## config.mk

```make
export PLATFORM = sky130hd
export DESIGN_NAME = grid_path_tracer_top
export DESIGN_NICKNAME = d
export VERILOG_FILES = /design/src/hw/rtl/gpt_pkg.sv /design/src/hw/rtl/grid_path_tracer_top.sv /design/src/hw/rtl/gpt_map.sv /design/src/hw/rtl/gpt_datapath.sv /design/src/hw/rtl/gpt_ctrl.sv
export SDC_FILE = /design/constraint.sdc
export NUM_CORES = 2
export LEC_CHECK = 0
export BUFFER_PORTS_ARGS = -buffer_cell sky130_fd_sc_hd__buf_2
export CAP_MARGIN = 20
export CELL_PAD_IN_SITES_DETAIL_PLACEMENT = 1
export CELL_PAD_IN_SITES_GLOBAL_PLACEMENT = 2
export CORE_AREA = 10 10 390 392
export CTS_BUF_LIST = sky130_fd_sc_hd__clkbuf_2 sky130_fd_sc_hd__clkbuf_4 sky130_fd_sc_hd__clkbuf_8
export CTS_CLUSTER_DIAMETER = 120
export DETAILED_ROUTE_END_ITERATION = 8
export DIE_AREA = 0 0 400 402
export PLACE_DENSITY = 0.83
export SLEW_MARGIN = 40
export SYNTH_ARGS = -nofsm -noshare
export SYNTH_HDL_FRONTEND = slang
export SYNTH_HIERARCHICAL = 1
export SYNTH_SLANG_ARGS = --single-unit
```

## constraint.sdc

```tcl
create_clock -name i_clk -period 5.4 [get_ports i_clk]
set_input_delay 0.54 -clock i_clk [delete_from_list [all_inputs] [get_ports i_clk]]
set_output_delay 0.54 -clock i_clk [all_outputs]
set_load 0.02 [all_outputs]
```

## src/hw/rtl/gpt_pkg.sv

```systemverilog
// Package for the grid path tracer: sizes, field layouts, codes and the
// command and status bundles between the controller and the datapath.
// Depends on nothing.
`default_nettype none

package gpt_pkg;

    // Grid storage and field widths.
    localparam int MAX_ROWS = 16;
    localparam int MAX_COLS = 32;
    localparam int ROW_W    = 4;
    localparam int COL_W    = 5;
    localparam int RIU_W    = 5;
    localparam int CIU_W    = 6;
    localparam int ID_W     = 9;
    localparam int STAT_W   = 2;
    localparam int ACT_W    = 2;

    // Configuration port.
    localparam int PADDR_W  = 3;
    localparam int PDATA_W  = 32;
    localparam logic REG_ROWS = 1'b0;
    localparam logic REG_COLS = 1'b1;
    localparam logic [RIU_W-1:0] RIU_RESET = RIU_W'(11);
    localparam logic [CIU_W-1:0] CIU_RESET = CIU_W'(19);

    // Action codes of an input word.
    localparam logic [ACT_W-1:0] ACT_WRITE = 2'd0;
    localparam logic [ACT_W-1:0] ACT_START = 2'd1;
    localparam logic [ACT_W-1:0] ACT_STEP  = 2'd2;

    // Status codes of a result word.
    localparam logic [STAT_W-1:0] ST_CELL     = 2'd0;
    localparam logic [STAT_W-1:0] ST_WRITTEN  = 2'd1;
    localparam logic [STAT_W-1:0] ST_NO_TRACE = 2'd2;
    localparam logic [STAT_W-1:0] ST_RANGE    = 2'd3;

    typedef struct packed {
        logic [ACT_W-1:0] action;
        logic [ROW_W-1:0] row;
        logic [COL_W-1:0] column;
        logic             cell_on;
    } t_in_word;

    typedef struct packed {
        logic [ID_W-1:0]   cell_id;
        logic              last;
        logic [STAT_W-1:0] status;
    } t_out_word;

    // Which neighbor row the map read port fetches.
    typedef enum logic [1:0] {
        RD_DN  = 2'd0,
        RD_UP  = 2'd1,
        RD_MID = 2'd2
    } t_rd_sel;

    typedef struct packed {
        logic              load;
        logic              path_wr;
        logic              start_enter;
        logic              step_enter;
        logic              rd_en;
        t_rd_sel           rd_sel;
        logic              cap_dn;
        logic              cap_up;
        logic              res_set;
        logic [STAT_W-1:0] res_status;
        logic              res_last;
        logic              active_wr;
        logic              active_val;
        logic              out_load;
    } t_dp_cmd;

    typedef struct packed {
        logic [ACT_W-1:0] action;
        logic             in_range;
        logic             active;
        logic             found;
        logic             out_free;
    } t_dp_stat;

endpackage

`default_nettype wire

```

## src/hw/rtl/grid_path_tracer_top.sv

```systemverilog
// Top level of the grid path tracer: configuration registers, controller and datapath.
// Depends on gpt_pkg, gpt_ctrl, gpt_datapath.
//
// The block keeps a bitmap of path cells and traces the path greedily. Input words
// arrive on i_in_valid/o_in_stall/i_in_word: a write word sets or clears one map cell,
// a start word begins a trace at a cell, and a step word moves to the first unvisited
// path neighbor in the order down, up, left, right. Each input word gives exactly one
// result word on o_out_valid/i_out_stall/o_out_word with the cell id, a last flag and
// a status code. The grid size is set through the APB port (rows at 0, columns at 4).
// One word is worked on at a time: the input is not taken again until the result of the
// last word is loaded into the output register. A write word, or a word that is refused,
// goes from decode straight to its result; a start or a step first searches the neighbors.
// Each neighbor search is three row reads of the two bitmaps through their single
// read ports followed by judging the neighbors, and a step that moves searches twice:
// once to move and once to learn whether the new cell ends the trace.
// A finished word waits in the output register while the receiver stalls; the block
// holds its input stall high until that register can take the word.
// Synchronous reset clears both bitmaps at once through per-row valid bits, ends any
// trace and restores 11 rows and 19 columns; no clearing pass is needed.
`default_nettype none

module grid_path_tracer_top
    import gpt_pkg::*;
(
    input  wire logic               i_clk,
    input  wire logic               i_rst_n,
    input  wire logic               i_in_valid,
    output logic                    o_in_stall,
    input  wire t_in_word           i_in_word,
    output logic                    o_out_valid,
    input  wire logic               i_out_stall,
    output t_out_word               o_out_word,
    input  wire logic               psel,
    input  wire logic               penable,
    input  wire logic               pwrite,
    input  wire logic [PADDR_W-1:0] paddr,
    input  wire logic [PDATA_W-1:0] pwdata,
    output logic [PDATA_W-1:0]      prdata,
    output logic                    pready
);

    logic [RIU_W-1:0] r_rows_in_use;
    logic [CIU_W-1:0] r_cols_in_use;
    logic             cfg_wr;
    t_dp_cmd          w_cmd;
    t_dp_stat         w_stat;

    // Registers sit at word addresses; the low address bits are ignored.
    assign pready = 1'b1;
    assign cfg_wr = psel && penable && pwrite && pready;

    always_ff @(posedge i_clk) begin
        if (!i_rst_n) begin
            r_rows_in_use <= RIU_RESET;
            r_cols_in_use <= CIU_RESET;
        end else if (cfg_wr) begin
            if (paddr[2] == REG_ROWS) begin
                r_rows_in_use <= pwdata[RIU_W-1:0];
            end else begin
                r_cols_in_use <= pwdata[CIU_W-1:0];
            end
        end
    end

    assign prdata = (paddr[2] == REG_COLS) ? PDATA_W'(r_cols_in_use)
                                           : PDATA_W'(r_rows_in_use);

    // The controller only sequences; all grid state lives in the datapath.
    gpt_ctrl u_ctrl (
        .i_clk      (i_clk),
        .i_rst_n    (i_rst_n),
        .i_in_valid (i_in_valid),
        .i_stat     (w_stat),
        .o_in_stall (o_in_stall),
        .o_cmd      (w_cmd)
    );

    gpt_datapath u_datapath (
        .i_clk         (i_clk),
        .i_rst_n       (i_rst_n),
        .i_in_word     (i_in_word),
        .i_cmd         (w_cmd),
        .i_rows_in_use (r_rows_in_use),
        .i_cols_in_use (r_cols_in_use),
        .i_out_stall   (i_out_stall),
        .o_stat        (w_stat),
        .o_out_valid   (o_out_valid),
        .o_out_word    (o_out_word)
    );

`ifndef ASSERT_OFF
    // Once a word is taken, the block is busy until its result is loaded into the output register.
    a_busy_after_accept: assert property (@(posedge i_clk) disable iff (!i_rst_n)
        (i_in_valid && !o_in_stall) |=> o_in_stall)
        else $error("input accepted while previous word still in progress");

    // A result is never loaded over one the receiver has not taken.
    a_no_overwrite: assert property (@(posedge i_clk) disable iff (!i_rst_n)
        w_cmd.out_load |-> w_stat.out_free)
        else $error("output register overwritten before it was taken");

    a_load_shows: assert property (@(posedge i_clk) disable iff (!i_rst_n)
        w_cmd.out_load |=> o_out_valid)
        else $error("loaded result not presented");

    // Map writes and trace starts only happen for cells inside the grid in use.
    a_writes_in_range: assert property (@(posedge i_clk) disable iff (!i_rst_n)
        (w_cmd.path_wr || w_cmd.start_enter) |-> w_stat.in_range)
        else $error("map changed for a cell outside the grid");
`endif

endmodule

`default_nettype wire

```

## src/hw/rtl/gpt_map.sv

```systemverilog
// One bitmap of the grid, stored as rows of MAX_COLS bits with a valid bit per row.
// Depends on gpt_pkg.
`default_nettype none

module gpt_map
    import gpt_pkg::*;
(
    input  wire logic                i_clk,
    input  wire logic                i_rst_n,
    input  wire logic                i_clear,
    input  wire logic                i_wr_en,
    input  wire logic [ROW_W-1:0]    i_wr_row,
    input  wire logic [COL_W-1:0]    i_wr_col,
    input  wire logic                i_wr_bit,
    input  wire logic                i_rd_en,
    input  wire logic [ROW_W-1:0]    i_rd_row,
    output logic [MAX_COLS-1:0]      o_rd_data
);

    logic [MAX_COLS-1:0] r_mem [MAX_ROWS];
    logic [MAX_ROWS-1:0] r_row_valid;
    logic [MAX_COLS-1:0] r_rd_data;
    logic                r_rd_valid;
    logic                keep_row;

    // A row that is not valid reads as zero, so its other bits are zeroed
    // when the first bit of it is written.
    assign keep_row = r_row_valid[i_wr_row] && !i_clear;

    always_ff @(posedge i_clk) begin
        if (i_wr_en) begin
            for (int i = 0; i < MAX_COLS; i++) begin
                if ((COL_W'(i) == i_wr_col) || !keep_row) begin
                    r_mem[i_wr_row][i] <= (COL_W'(i) == i_wr_col) ? i_wr_bit : 1'b0;
                end
            end
        end
        if (i_rd_en) begin
            r_rd_data  <= r_mem[i_rd_row];
            r_rd_valid <= r_row_valid[i_rd_row];
        end
    end

    always_ff @(posedge i_clk) begin
        if (!i_rst_n) begin
            r_row_valid <= '0;
        end else begin
            if (i_clear) begin
                r_row_valid <= '0;
            end
            if (i_wr_en) begin
                r_row_valid[i_wr_row] <= 1'b1;
            end
        end
    end

    assign o_rd_data = r_rd_valid ? r_rd_data : '0;

endmodule

`default_nettype wire

```

## src/hw/rtl/gpt_datapath.sv

```systemverilog
// Datapath of the grid path tracer: item and position registers, both bitmaps,
// neighbor evaluation, id arithmetic and the output register. Depends on gpt_pkg, gpt_map.
`default_nettype none

module gpt_datapath
    import gpt_pkg::*;
(
    input  wire logic             i_clk,
    input  wire logic             i_rst_n,
    input  wire t_in_word         i_in_word,
    input  wire t_dp_cmd          i_cmd,
    input  wire logic [RIU_W-1:0] i_rows_in_use,
    input  wire logic [CIU_W-1:0] i_cols_in_use,
    input  wire logic             i_out_stall,
    output t_dp_stat              o_stat,
    output logic                  o_out_valid,
    output t_out_word             o_out_word
);

    function automatic logic row_ok(input logic [ROW_W:0] r, input logic [RIU_W-1:0] lim);
        return (r < (ROW_W+1)'(lim)) && (r < (ROW_W+1)'(MAX_ROWS));
    endfunction

    function automatic logic col_ok(input logic [COL_W:0] c, input logic [CIU_W-1:0] lim);
        return (c < (COL_W+1)'(lim)) && (c < (COL_W+1)'(MAX_COLS));
    endfunction

    t_in_word            r_in;
    logic [ROW_W-1:0]    r_cur_row;
    logic [COL_W-1:0]    r_cur_col;
    logic                r_active;
    logic                r_dn_ok;
    logic                r_up_ok;
    logic [STAT_W-1:0]   r_res_status;
    logic                r_res_last;
    logic                r_out_valid;
    t_out_word           r_out_word;

    logic [MAX_COLS-1:0] path_q;
    logic [MAX_COLS-1:0] vis_q;
    logic [ROW_W-1:0]    rd_row;
    logic [ROW_W:0]      row_dn;
    logic [ROW_W:0]      row_up;
    logic [COL_W:0]      col_lf;
    logic [COL_W:0]      col_rt;
    logic [COL_W-1:0]    idx_lf;
    logic [COL_W-1:0]    idx_rt;
    logic                cur_row_ok;
    logic                cur_col_ok;
    logic                dn_ok;
    logic                up_ok;
    logic                lf_ok;
    logic                rt_ok;
    logic [ROW_W-1:0]    next_row;
    logic [COL_W-1:0]    next_col;
    logic [ROW_W-1:0]    vis_wr_row;
    logic [COL_W-1:0]    vis_wr_col;
    logic [ID_W+1:0]     id_full;

    // Neighbor coordinates of the current cell, one bit wider than a coordinate.
    assign row_dn = {1'b0, r_cur_row} + (ROW_W+1)'(1);
    assign row_up = {1'b0, r_cur_row} - (ROW_W+1)'(1);
    assign col_lf = {1'b0, r_cur_col} - (COL_W+1)'(1);
    assign col_rt = {1'b0, r_cur_col} + (COL_W+1)'(1);
    assign idx_lf = col_lf[COL_W-1:0];
    assign idx_rt = col_rt[COL_W-1:0];

    always_comb begin
        unique case (i_cmd.rd_sel)
            RD_DN:   rd_row = row_dn[ROW_W-1:0];
            RD_UP:   rd_row = row_up[ROW_W-1:0];
            RD_MID:  rd_row = r_cur_row;
            default: rd_row = r_cur_row;
        endcase
    end

    assign vis_wr_row = i_cmd.start_enter ? r_in.row    : next_row;
    assign vis_wr_col = i_cmd.start_enter ? r_in.column : next_col;

    gpt_map u_path_map (
        .i_clk     (i_clk),
        .i_rst_n   (i_rst_n),
        .i_clear   (1'b0),
        .i_wr_en   (i_cmd.path_wr),
        .i_wr_row  (r_in.row),
        .i_wr_col  (r_in.column),
        .i_wr_bit  (r_in.cell_on),
        .i_rd_en   (i_cmd.rd_en),
        .i_rd_row  (rd_row),
        .o_rd_data (path_q)
    );

    gpt_map u_visited_map (
        .i_clk     (i_clk),
        .i_rst_n   (i_rst_n),
        .i_clear   (i_cmd.start_enter),
        .i_wr_en   (i_cmd.start_enter | i_cmd.step_enter),
        .i_wr_row  (vis_wr_row),
        .i_wr_col  (vis_wr_col),
        .i_wr_bit  (1'b1),
        .i_rd_en   (i_cmd.rd_en),
        .i_rd_row  (rd_row),
        .o_rd_data (vis_q)
    );

    // The middle row is still at the map outputs when the neighbors are judged.
    assign cur_row_ok = row_ok({1'b0, r_cur_row}, i_rows_in_use);
    assign cur_col_ok = col_ok({1'b0, r_cur_col}, i_cols_in_use);
    assign dn_ok = r_dn_ok && row_ok(row_dn, i_rows_in_use) && cur_col_ok;
    assign up_ok = r_up_ok && (r_cur_row != '0) && row_ok(row_up, i_rows_in_use) && cur_col_ok;
    assign lf_ok = (r_cur_col != '0) && cur_row_ok && col_ok(col_lf, i_cols_in_use)
                   && path_q[idx_lf] && !vis_q[idx_lf];
    assign rt_ok = cur_row_ok && col_ok(col_rt, i_cols_in_use)
                   && path_q[idx_rt] && !vis_q[idx_rt];

    always_comb begin
        next_row = r_cur_row;
        next_col = r_cur_col;
        priority if (dn_ok) begin
            next_row = row_dn[ROW_W-1:0];
        end else if (up_ok) begin
            next_row = row_up[ROW_W-1:0];
        end else if (lf_ok) begin
            next_col = idx_lf;
        end else if (rt_ok) begin
            next_col = idx_rt;
        end else begin
            next_row = r_cur_row;
        end
    end

    always_ff @(posedge i_clk) begin
        if (i_cmd.load) begin
            r_in <= i_in_word;
        end
        if (i_cmd.start_enter) begin
            r_cur_row <= r_in.row;
            r_cur_col <= r_in.column;
        end else if (i_cmd.step_enter) begin
            r_cur_row <= next_row;
            r_cur_col <= next_col;
        end
        if (i_cmd.cap_dn) begin
            r_dn_ok <= path_q[r_cur_col] && !vis_q[r_cur_col];
        end
        if (i_cmd.cap_up) begin
            r_up_ok <= path_q[r_cur_col] && !vis_q[r_cur_col];
        end
        if (i_cmd.res_set) begin
            r_res_status <= i_cmd.res_status;
            r_res_last   <= i_cmd.res_last;
        end
        if (i_cmd.out_load) begin
            r_out_word.cell_id <= (r_res_status == ST_CELL) ? id_full[ID_W-1:0] : '0;
            r_out_word.last    <= r_res_last;
            r_out_word.status  <= r_res_status;
        end
    end

    always_ff @(posedge i_clk) begin
        if (!i_rst_n) begin
            r_active    <= 1'b0;
            r_out_valid <= 1'b0;
        end else begin
            if (i_cmd.active_wr) begin
                r_active <= i_cmd.active_val;
            end
            if (i_cmd.out_load) begin
                r_out_valid <= 1'b1;
            end else if (!i_out_stall) begin
                r_out_valid <= 1'b0;
            end
        end
    end

    assign id_full = (ID_W+2)'(r_cur_row) * (ID_W+2)'(i_cols_in_use) + (ID_W+2)'(r_cur_col);

    assign o_stat.action   = r_in.action;
    assign o_stat.in_range = row_ok({1'b0, r_in.row}, i_rows_in_use)
                             && col_ok({1'b0, r_in.column}, i_cols_in_use);
    assign o_stat.active   = r_active;
    assign o_stat.found    = dn_ok || up_ok || lf_ok || rt_ok;
    assign o_stat.out_free = !r_out_valid || !i_out_stall;

    assign o_out_valid = r_out_valid;
    assign o_out_word  = r_out_word;

endmodule

`default_nettype wire

```

## src/hw/rtl/gpt_ctrl.sv

```systemverilog
// Controller of the grid path tracer: sequences decode, neighbor reads, evaluation
// and result hand-off. Depends on gpt_pkg.
`default_nettype none

module gpt_ctrl
    import gpt_pkg::*;
(
    input  wire logic     i_clk,
    input  wire logic     i_rst_n,
    input  wire logic     i_in_valid,
    input  wire t_dp_stat i_stat,
    output logic          o_in_stall,
    output t_dp_cmd       o_cmd
);

    typedef enum logic [6:0] {
        S_IDLE   = 7'b000_0001,
        S_DECODE = 7'b000_0010,
        S_RD_DN  = 7'b000_0100,
        S_RD_UP  = 7'b000_1000,
        S_RD_MID = 7'b001_0000,
        S_EVAL   = 7'b010_0000,
        S_EMIT   = 7'b100_0000
    } t_state;

    t_state r_state;
    t_state n_state;
    logic   r_after_enter;
    logic   n_after_enter;

    always_comb begin
        o_cmd         = '0;
        o_cmd.rd_sel  = RD_MID;
        n_state       = r_state;
        n_after_enter = r_after_enter;
        unique case (r_state)
            S_IDLE: begin
                if (i_in_valid) begin
                    o_cmd.load = 1'b1;
                    n_state    = S_DECODE;
                end
            end
            S_DECODE: begin
                o_cmd.res_set    = 1'b1;
                o_cmd.res_status = ST_RANGE;
                n_state          = S_EMIT;
                unique case (i_stat.action)
                    ACT_WRITE: begin
                        if (i_stat.in_range) begin
                            o_cmd.path_wr    = 1'b1;
                            o_cmd.res_status = ST_WRITTEN;
                        end
                    end
                    ACT_START: begin
                        if (i_stat.in_range) begin
                            o_cmd.start_enter = 1'b1;
                            o_cmd.res_set     = 1'b0;
                            n_after_enter     = 1'b1;
                            n_state           = S_RD_DN;
                        end
                    end
                    ACT_STEP: begin
                        if (i_stat.active) begin
                            o_cmd.res_set = 1'b0;
                            n_after_enter = 1'b0;
                            n_state       = S_RD_DN;
                        end else begin
                            o_cmd.res_status = ST_NO_TRACE;
                        end
                    end
                    default: begin
                        o_cmd.res_status = ST_RANGE;
                    end
                endcase
            end
            S_RD_DN: begin
                o_cmd.rd_en  = 1'b1;
                o_cmd.rd_sel = RD_DN;
                n_state      = S_RD_UP;
            end
            S_RD_UP: begin
                o_cmd.rd_en  = 1'b1;
                o_cmd.rd_sel = RD_UP;
                o_cmd.cap_dn = 1'b1;
                n_state      = S_RD_MID;
            end
            S_RD_MID: begin
                o_cmd.rd_en  = 1'b1;
                o_cmd.rd_sel = RD_MID;
                o_cmd.cap_up = 1'b1;
                n_state      = S_EVAL;
            end
            S_EVAL: begin
                if (r_after_enter) begin
                    o_cmd.active_wr  = 1'b1;
                    o_cmd.active_val = i_stat.found;
                    o_cmd.res_set    = 1'b1;
                    o_cmd.res_status = ST_CELL;
                    o_cmd.res_last   = !i_stat.found;
                    n_state          = S_EMIT;
                end else if (i_stat.found) begin
                    o_cmd.step_enter = 1'b1;
                    n_after_enter    = 1'b1;
                    n_state          = S_RD_DN;
                end else begin
                    o_cmd.active_wr  = 1'b1;
                    o_cmd.active_val = 1'b0;
                    o_cmd.res_set    = 1'b1;
                    o_cmd.res_status = ST_NO_TRACE;
                    n_state          = S_EMIT;
                end
            end
            S_EMIT: begin
                if (i_stat.out_free) begin
                    o_cmd.out_load = 1'b1;
                    n_state        = S_IDLE;
                end
            end
            default: begin
                n_state = S_IDLE;
            end
        endcase
    end

    always_ff @(posedge i_clk) begin
        if (!i_rst_n) begin
            r_state       <= S_IDLE;
            r_after_enter <= 1'b0;
        end else begin
            r_state       <= n_state;
            r_after_enter <= n_after_enter;
        end
    end

    assign o_in_stall = (r_state != S_IDLE);

endmodule

`default_nettype wire
```

==> impl_metrics.ini <==
[global_route]
grt_max_degree = 121
grtUsageMet1_pct = 28.47
grt_pass1_wl_um = 263900
grt_use_met3_pct = 3.883
globalRouteOverflowTotal = 0
antenna_found_initial = 12
gr-usage-all-layers_pct = 21.51
top_usage_layer = met2
first_global_vias = 40130
globalRouteMet2Util_pct = 35.11

[critical_path]
path_max_fanout = 32
critPathRequiredTime_ns = 6.04
worst_setup_path_start_kind = flop
end_kind = flop
critPathKind = flop to flop
arrival_ns = 5.77
reg2reg_from = u_datapath/r_cur_row[0]$_DFFE_PP_
reg2reg_depth = 17
reg2reg_to = u_datapath/u_visited_map/r_mem[4][11]$_DFFE_PP_
rrSetupSlack_ns = 0.27

[run_status]
status = finished clean

[clock_tree]
cts.path.max_buffers = 3
cts_root_buf = clkbuf_8
cts_made_buffers = 198
clk_latency_ns = 0.95
path_clk_slew_ns = 0.06
cts_tree = yes
numClockSinks = 1181
h-tree-depth = 4

[finish]
utilization_pct = 48.40
design_area_um2 = 69950
seqCellArea_um2 = 34930
instances_no_fill = 6235
nets = 4281
fill_cells = 14030
layout-drive-gt1-share_pct = 41.30
area_delta_synth_final_pct = 11.20
multi_input_area_um2 = 25260

[floorplanning]
dieArea_um2 = 160800
die_h_um = 402
coreArea_um2 = 144500
start_util_pct = 43.53
die_w_um = 400
num_rows = 140
num_io_pins = 101

[pwr]
peakVddDrop_mv = 0.2237
p_leak_nw = 24.34
cellPowerDensity_nw_per_um2 = 273.8
p_total_mw = 19.15

[logic_synthesis]
synthCells = 4079
synth_area_um2 = 62900
ys_seq_area_share_pct = 55.54
avgSynthCellArea_um2 = 15.42
synthFlopType = edfxtp_1
synth.distinct_cells = 97
synth_async_sr_flop_share_pct = 0
synth_warnings = 6
synth_seq_cells = 1181
synth-edff-count = 1128

[timing]
final_hold_viol_count = 0
setup_tns_ns = 0
hold_ws_ns = 0.1677
final_max_slew_viol_count = 0
rsz0062_at_grt = false
layout_min_cycle_time_ns = 5.134
period_share_pct = 95.07
fin_ws_ns = 0.2662
setup_viol = 0
max_freq_mhz = 194.8
slew_headroom_pct = 41.43
fin_skew_ns = 0.07703
worst_pin_slew_ns = 0.8764

[hold_path]
worstHoldPathCells = 2
hold_end = u_datapath/u_visited_map/r_row_valid[12]$_SDFF_PN0_
min_from = i_rst_n
hp-class = input pin to flop

[placement]
dp_slack_ns = 0.01492
placed_cells = 5819
port-buffer-count = 45
hpwl_um = 105500
gp_congestion = 0.8022
placed_area_um2 = 65110

[route]
avgRoutedWirePerCell_um = 28.06
first_iter_violations = 3660
drt-total-wl_um = 174900
first_pass_iters = 5
via_per_inst = 6.158
num_vias = 38400
ant_nets = 0
route.detailed.drc = 0

[flow_run]
maxCapViolations = 0
## final cells by class
cell class / instances / share of cell area, %
flip-flops and latches: 1181 / 49.94
multi-input cells: 2393 / 36.12
clock buffers: 267 / 4.761
repair buffers: 330 / 4.463
well taps: 1917 / 3.429
clock inverters: 91 / 0.9927
inverters: 53 / 0.2880
diodes: 3 / 0.01073
## critical path, stage by stage (launching register included)
cell and delay [ns]:
edfxtp_1 0.35, inv_1 0.07, ha_1 0.40, inv_1 0.10
ha_1 0.27, a21boi_0 0.12, o21a_1 0.18, o21a_1 0.16
o21ai_0 0.26, and3_1 0.31, nor2_1 0.12, xnor2_1 0.16
o21ai_2 0.42, buf_4 0.34, mux2_4 0.50, o22ai_1 0.26
nor3_4 0.67, nor3_1 0.14
## kinds of logic (layout without fill, tap and decap cells)
kind of cell	after synthesis	after routing	synth area share [%]
AO/OA/AOI/OAI	708	708	10.34
XOR/XNOR	29	29	0.4157
adder cells (fa/ha/maj)	70	70	1.524
buffers and inverters	542	741	5.367
flip-flops	1181	1181	55.54
multiplexers	404	404	13.62
other	4	44	0.02386
AND/OR/NAND/NOR	1141	1141	13.17
## layer usage
metal  up-vias  wire length [µm]
met5         -                58
met3       352             10710
met1     20210             71160
met4        10              6270
li1      16520                 -
met2      1306             86740
## flip-flops by register name, summed over array words and instances, names as in the netlist, 10 cells and up
name	cells
u_datapath/o_out_word	12
u_datapath/r_in	10
u_datapath/u_path_map/r_mem	512
u_datapath/u_path_map/r_rd_data	32
u_datapath/u_path_map/r_row_valid	16
u_datapath/u_visited_map/r_mem	512
u_datapath/u_visited_map/r_rd_data	32
u_datapath/u_visited_map/r_row_valid	16
## timing repair
action,CTS,global route
setup buffers,1,10
endpoints found under the setup margin,1,527
resized for setup,0,14
hold buffers,25,0
pin swaps,1,8
endpoints found under the hold margin,29,0
cloned,0,0
## cell usage in the layout, fill, tap and decap left out, types with 72 or more instances in the layout
cell	Yosys	routed
a211oi_1	245	245
a211oi_2	254	254
and2_1	76	76
buf_4	79	194
clkbuf_8	0	212
edfxtp_1	1128	1128
mux4_2	351	351
nand2_1	103	76
nand2b_1	84	84
nor3_1	241	239
nor3_2	332	323
nor3_4	61	72
o22ai_1	93	89
## cells in the mapped netlist (53+ instances only)
master	number	area (µm²)
a211oi_1	245	1839
nor3_2	332	3323
mux4_2	351	7905
nand2b_1	84	525.5
o22ai_1	93	581.8
nor3_4	61	992.2
clkbuf_1	196	735.7
buf_6	103	1160
a211oi_2	254	3178
and2_1	76	475.5
nor2_1	105	394.1
ha_1	59	738.2
buf_4	79	593.1
nand2_1	103	386.6
dfxtp_1	53	1061
buf_2	78	390.4
edfxtp_1	1128	33870
nor3_1	241	1206
## worst max path at each step
stage	end	startpoint	depth (start not counted)
finish	u_datapath/u_visited_map/r_mem[4][11]$_DFFE_PP_	u_datapath/r_cur_row[0]$_DFFE_PP_	17
global route	u_datapath/u_visited_map/r_mem[1][11]$_DFFE_PP_	u_datapath/r_cur_row[1]$_DFFE_PP_	17
CTS	u_datapath/u_visited_map/r_mem[0][3]$_DFFE_PP_	u_datapath/r_cur_col[0]$_DFFE_PP_	18
detailed placement	u_datapath/u_visited_map/r_mem[0][2]$_DFFE_PP_	u_datapath/r_cur_col[0]$_DFFE_PP_	18
global placement	u_datapath/u_visited_map/r_mem[2][4]$_DFFE_PP_	u_datapath/r_cur_row[0]$_DFFE_PP_	16
floorplan	u_datapath/u_visited_map/r_mem[9][10]$_DFFE_PP_	u_datapath/r_cur_col[0]$_DFFE_PP_	22
## power breakdown
part	total [mW]	internal [mW]	switching [mW]	leakage [nW]
Sequential	9.95	9.92	0.0216	11.7
Clock	8.22	4.44	3.79	2.12
Combinational	0.981	0.270	0.711	10.5
(Power assumes the default switching activity.)
